[src/hdl/krta_pkg.sv]
// Package for the keyed record table with averages.
// Holds table sizing, field widths, status and function codes and the record type.
// No dependencies; every other file imports it.
package krta_pkg;

  localparam int TABLE_DEPTH = 256;
  localparam int IDX_W       = $clog2(TABLE_DEPTH);
  localparam int COUNT_W     = $clog2(TABLE_DEPTH + 1);

  localparam int KEY_W    = 24;
  localparam int CRED_W   = 10;
  localparam int SCORE_W  = 14;
  localparam int STATUS_W = 3;

  localparam int CREDIT_TOTAL_W   = CRED_W + IDX_W;
  localparam int SCORE_TOTAL_W    = SCORE_W + IDX_W;
  localparam int PRODUCT_W        = SCORE_W + CRED_W;
  localparam int WEIGHTED_TOTAL_W = PRODUCT_W + IDX_W;

  // The divider serves both means: the widest dividend and divisor set its size.
  localparam int DIVIDEND_W = WEIGHTED_TOTAL_W;
  localparam int DIVISOR_W  = CREDIT_TOTAL_W;
  localparam int DIV_CNT_W  = $clog2(DIVIDEND_W);

  localparam logic FUNC_INSERT = 1'b0;
  localparam logic FUNC_LOOKUP = 1'b1;

  localparam logic [STATUS_W-1:0] STATUS_ADDED     = 3'd0;
  localparam logic [STATUS_W-1:0] STATUS_UPDATED   = 3'd1;
  localparam logic [STATUS_W-1:0] STATUS_FOUND     = 3'd2;
  localparam logic [STATUS_W-1:0] STATUS_NOT_FOUND = 3'd3;
  localparam logic [STATUS_W-1:0] STATUS_FULL      = 3'd4;

  typedef struct packed {
    logic [KEY_W-1:0]   key;
    logic [CRED_W-1:0]  credits;
    logic [SCORE_W-1:0] score;
  } record_t;

endpackage

[src/hdl/krta_divider.sv]
// Restoring divider that produces one quotient bit per cycle.
// Depends on krta_pkg for operand widths.
module krta_divider import krta_pkg::*; (
  input  logic                  clk,
  input  logic                  rst,
  input  logic                  start,
  input  logic [DIVIDEND_W-1:0] dividend,
  input  logic [DIVISOR_W-1:0]  divisor,
  output logic                  done,
  output logic [DIVIDEND_W-1:0] quotient
);

  logic                  busy;
  logic [DIV_CNT_W-1:0]  count;
  logic [DIVISOR_W-1:0]  rem;
  logic [DIVISOR_W-1:0]  dvsr;
  logic [DIVISOR_W:0]    shifted;
  logic [DIVISOR_W+1:0]  diff;
  logic                  borrow;

  // The quotient register starts out holding the dividend; its top bit shifts
  // into the remainder as each new quotient bit enters at the bottom.
  assign shifted = {rem, quotient[DIVIDEND_W-1]};
  assign diff    = {1'b0, shifted} - {2'b00, dvsr};
  assign borrow  = diff[DIVISOR_W+1];

  always_ff @(posedge clk) begin
    if (rst) begin
      busy  <= 1'b0;
      done  <= 1'b0;
      count <= '0;
    end else begin
      done <= 1'b0;
      if (start) begin
        busy  <= 1'b1;
        count <= '0;
      end else if (busy) begin
        count <= count + 1'b1;
        if (count == DIV_CNT_W'(DIVIDEND_W - 1)) begin
          busy <= 1'b0;
          done <= 1'b1;
        end
      end
    end
  end

  always_ff @(posedge clk) begin
    if (start) begin
      rem      <= '0;
      dvsr     <= divisor;
      quotient <= dividend;
    end else if (busy) begin
      rem      <= borrow ? shifted[DIVISOR_W-1:0] : diff[DIVISOR_W-1:0];
      quotient <= {quotient[DIVIDEND_W-2:0], ~borrow};
    end
  end

endmodule
[config.mk]
export PLATFORM = sky130hd
export DESIGN_NAME = krta_divider
export DESIGN_NICKNAME = d
export VERILOG_FILES = /design/src/hdl/krta_pkg.sv /design/src/hdl/krta_divider.sv
export SDC_FILE = /design/constraint.sdc
export NUM_CORES = 1
export LEC_CHECK = 0
export ABC_AREA = 1
export BUFFER_PORTS_ARGS = -buffer_cell sky130_fd_sc_hd__buf_2
export CORE_MARGIN = 5
export CORE_UTILIZATION = 35
export DETAILED_ROUTE_END_ITERATION = 8
export PLACE_DENSITY = 0.53
export SLEW_MARGIN = 30
export SYNTH_ARGS = -nofsm -noshare
export SYNTH_HDL_FRONTEND = slang
export SYNTH_SLANG_ARGS = --single-unit
export TNS_END_PERCENT = 1
[constraint.sdc]
create_clock -name clk -period 4.9 [get_ports clk]
set_input_delay 0.49 -clock clk [delete_from_list [all_inputs] [get_ports clk]]
set_output_delay 0.49 -clock clk [all_outputs]
set_load 0.02 [all_outputs]
Word level (Yosys, flattened, before mapping)
Cells that the tools add are included.

Flip-flop bits (word level): 75. Output and inout port bits: 33.

Eq/ne operators: 1. $add $sub $neg: 2. Bitwise operators: 2. Muxes and demuxes: 7. Reductions and logical operators: 3.

Operator list (count): $mux W32 (2); $sub A19 B18 Y20 (1); $mux W18 (1); $add A5 B1 Y5 const B (1); $eq A5 B5 Y1 const B (1); $mux W1 (4); $reduce_or A3 Y1 (1); $not A1 Y1 (2); $reduce_bool A2 Y1 (1); $reduce_or A2 Y1 (1).

Depth between registers and ports, before layout
Depth after elaboration: 4. Depth in mapped cells: 14. Mapped depth without buffers: 14.

Worst setup path after synthesis
Ideal clock, no wire load.

Path type: register -> register. Start: register quotient[31]. End: register rem[16]. Setup slack: 2.881 ns. Cell stages (with the launch flop): 15. Required time: 4.788 ns. Library setup time: 0.112 ns. Clock period less this slack: 2.019 ns. Arrival time: 1.907 ns. Path through: edfxtp_1 inv_1 ha_1 inv_1 fa_1 nand3_1 nand3_1 nand2_1 nand3_1 nand2_1 nand2_1 nand2_1 nand3_2 nand2_1 nand2_1.

Longest elaborated chain between the ends: 2.

RTL lines: from (decl) (line krta_divider.sv:10) `output logic [DIVIDEND_W-1:0] quotient`; from (signal assigned) (line krta_divider.sv:51) `quotient <= dividend;`; from (signal assigned) (line krta_divider.sv:54) `quotient <= {quotient[DIVIDEND_W-2:0], ~borrow};`; $sub A19 B18 Y20 (line krta_divider.sv:24) `assign diff = {1'b0, shifted} - {2'b00, dvsr};`; $mux W18 (line krta_divider.sv:53) `rem <= borrow ? shifted[DIVISOR_W-1:0] : diff[DIVISOR_W-1:0];`; to (signal assigned) (line krta_divider.sv:53); to (decl) (line krta_divider.sv:15) `logic [DIVISOR_W-1:0] rem;`.

Every way passes these cells. A chain may end at the register's enable or synchronous reset.

Final worst setup path
Start: register dvsr[14]. End: register quotient[0] (data pin).

Longest elaborated chain between the ends: 4.

RTL lines: from (decl) (line krta_divider.sv:16) `logic [DIVISOR_W-1:0] dvsr;`; from (signal assigned) (line krta_divider.sv:50) `dvsr <= divisor;`; $sub A19 B18 Y20 (line krta_divider.sv:24); $not A1 Y1 (line krta_divider.sv:54); $mux W32 (line krta_divider.sv:52) `end else if (busy) begin`; $mux W32 (line krta_divider.sv:48) `if (start) begin`.

Every way passes these cells. The select of a mux whose other input is x is not followed.

==> reports/metrics.yaml <==
drt:
  vias: 3815
  wl_per_cell_microns: 13.1
  drc: 0
  dr.pass1.iters: 5
  routed_wl_mm: 10.8
  avgViaCountPerCell: 4.62
  ant_nets: 0
  drt_iter0_drc: 224
finish:
  final_cell_mix: "237 x nand2_1, 85 x inv_1, 85 x buf_2, 50 x edfxtp_1, 38 x nand3_1"
  n_antenna_cell: 0
  layout-drive-gt1-share_pct: 19.0
  synthToLayoutAreaGrowth_pct: 20.4
  final_common_cell: "nand2_1"
  fin_nets: 727
  fillers: 1297
sta:
  finalSetupViolCount: 0
  slew_headroom_pct: 41.1
  final.min_clock_period_ns: 2.40
  worst_pin_slew_ns: 0.883
  finalCritPeriodShare_pct: 49.0
  skew_ns: 0.00728
  rsz0062_at_grt: "no"
  report.final.slew_viol_count: 0
  finalHoldViolations: 0
  fin_ws_ns: 2.50
  max_freq_mhz: 417
  fin_tns_setup_ns: 0
cts:
  cts_tree: "yes"
  clock_path_buffers: 2
  postCtsSetupRepairBufs: 0
  cts_max_level: 3
  cts_sinks: 75
  clk_latency_ns: 0.35
  cts_inserted_buffers: 9
  path_clk_slew_ns: 0.06
  cts-root-buf: "clkbuf_16"
  cts-hold-fix-buffers: 0
  cts_resized: 0
setup_path:
  r2r_cells: 8
  cp_data_arrival_time_ns: 2.50
  required_ns: 5.00
  cp-start-kind: "register"
  critPathKind: "reg -> reg"
  path_max_fanout: 22
  critical_path.endpoint_type: "register"
die:
  coreArea_sq_um: 12100
  rows: 40
  die-width_microns: 122
  die-area_sq_um: 14800
  die_y_microns: 122
  ios: 86
  initial_utilization_pct: 36.0
synth:
  ys_seq_elements: 75
  synth_area_leaders: "edfxtp_1 34%, nand2_1 20%, dfxtp_1 11%, inv_1 7.4%, ha_1 5.7%"
  synth_top_area_share_pct: 34.4
  yosysTopAreaCell: "edfxtp_1"
  ys_types: 32
  yosys_warnings: 0
  syn-num-nets: 644
  synth_seq_area_share_pct: 45.9
  synth.cell_area_sq_um: 4360
  syn_area_per_cell_sq_um: 7.65
  synthCells: 570
outcome:
  status: "complete, no violations"
run:
  cap_violations: 0
global_route:
  grt_pass1_wl_mm: 17.9
  grt_pass1_vias: 3702
  grtUsageTotal_pct: 15.3
  grt_max_degree: 54
  antenna_found_initial: 0
  grt.overflow.total: 0
placement:
  dp_hpwl_mm: 7.77
  place_congestion: 0.894
  numPortBuffers: 85
  pre_cts_ws_ns: 2.50
hold_path:
  worstHoldPathCells: 1
  hp-class: "in -> reg"
power_and_ir_drop:
  power_density_nw_per_um2: 318
  irDropWorstVdd_uv: 170
  p_leak_uw: 0.00269
## final timing paths
path	from	to	slack, ns
max	dvsr[14]$_DFFE_PP_	quotient[0]$_DFFE_PP_	2.50
min	divisor[9]	dvsr[9]$_DFFE_PP_	0.31
max reg2reg	dvsr[14]$_DFFE_PP_	quotient[0]$_DFFE_PP_	2.50
min reg2reg	count[3]$_SDFFE_PP0P_	count[3]$_SDFFE_PP0P_	0.45
## cells in the mapped netlist (all sizes together)
cell type	number
a211oi	1
a21oi	14
and2	2
and3	2
buf	7
clkbuf	8
dfxtp	25
edfxtp	50
fa	1
ha	20
inv	88
nand2	242
nand3	42
nand4	20
nor2	25
nor3	4
o21ai	11
o21bai	1
xnor2	7
## state kept, by name, summed over array words and instances, names as in the netlist
register and flops:
quotient 32, dvsr 18, rem 18, count 5, busy 1, done 1
## kinds of logic (layout without fill, tap and decap cells)
kind of cell               after synthesis  in the layout  synth area share, %
buffers and inverters                  103            191                 9.64
AOI/OAI and AO/OA                       27             27                 3.64
adders and majority gates               21             21                 6.20
and+or+nand+nor                        337            337                 33.2
DFF                                     75             75                 45.9
xor gates and xnor gates                 7              7                 1.41
## per-layer routing
layer	share of wire [%]	track usage, %	vias to the layer above
li1	-	-	1974
met1	48	20.1	1734
met2	44	23.4	91
met3	6.5	4.74	16
met4	2.1	6.58	0
met5	0	0	-
## stage by stage
stage / hold WS [ns] / util [%] / cell area [sq um] / power [uW] / cells
2_1_floorplan: 0.414 / - / 4360 / 898 / 570
4_1_cts: 0.299 / 43.4 / 5250 / 1700 / 826
3_5_place_dp: 0.442 / 40.7 / 4930 / 982 / 810
6_report: 0.314 / 43.4 / 5250 / 1670 / 826
5_1_grt: 0.307 / 43.4 / 5250 / 1750 / 826
3_3_place_gp: 0.431 / 40.6 / 4920 / 979 / 810
## critical path, cell delays in order (launching register included)
cell	delay [ns]
edfxtp_1	0.31
inv_1	0.04
ha_1	0.36
a21oi_1	0.22
nand2_1	0.13
a21oi_4	0.49
nand3_4	0.38
nand2_1	0.16
nand2_1	0.06
## where the power goes
part           switching [uW]  total [uW]  internal, uW
clock network             265         706           442
registers                21.0         747           726
logic                     144         219          75.4
total                     429        1670          1240
## cell type report
class                           instances  area (sq um)  area share [%]
Sequential cell                        75          2000            38.1
Multi-Input combinational cell        392          1940            37.0
Timing Repair Buffer                   87           440            8.39
Inverter                               88           330            6.29
Clock buffer                           12           268            5.10
Tap cell                              168           210            4.00
Clock inverter                          4          56.3            1.07
Power figures use the tool's default switching activity.
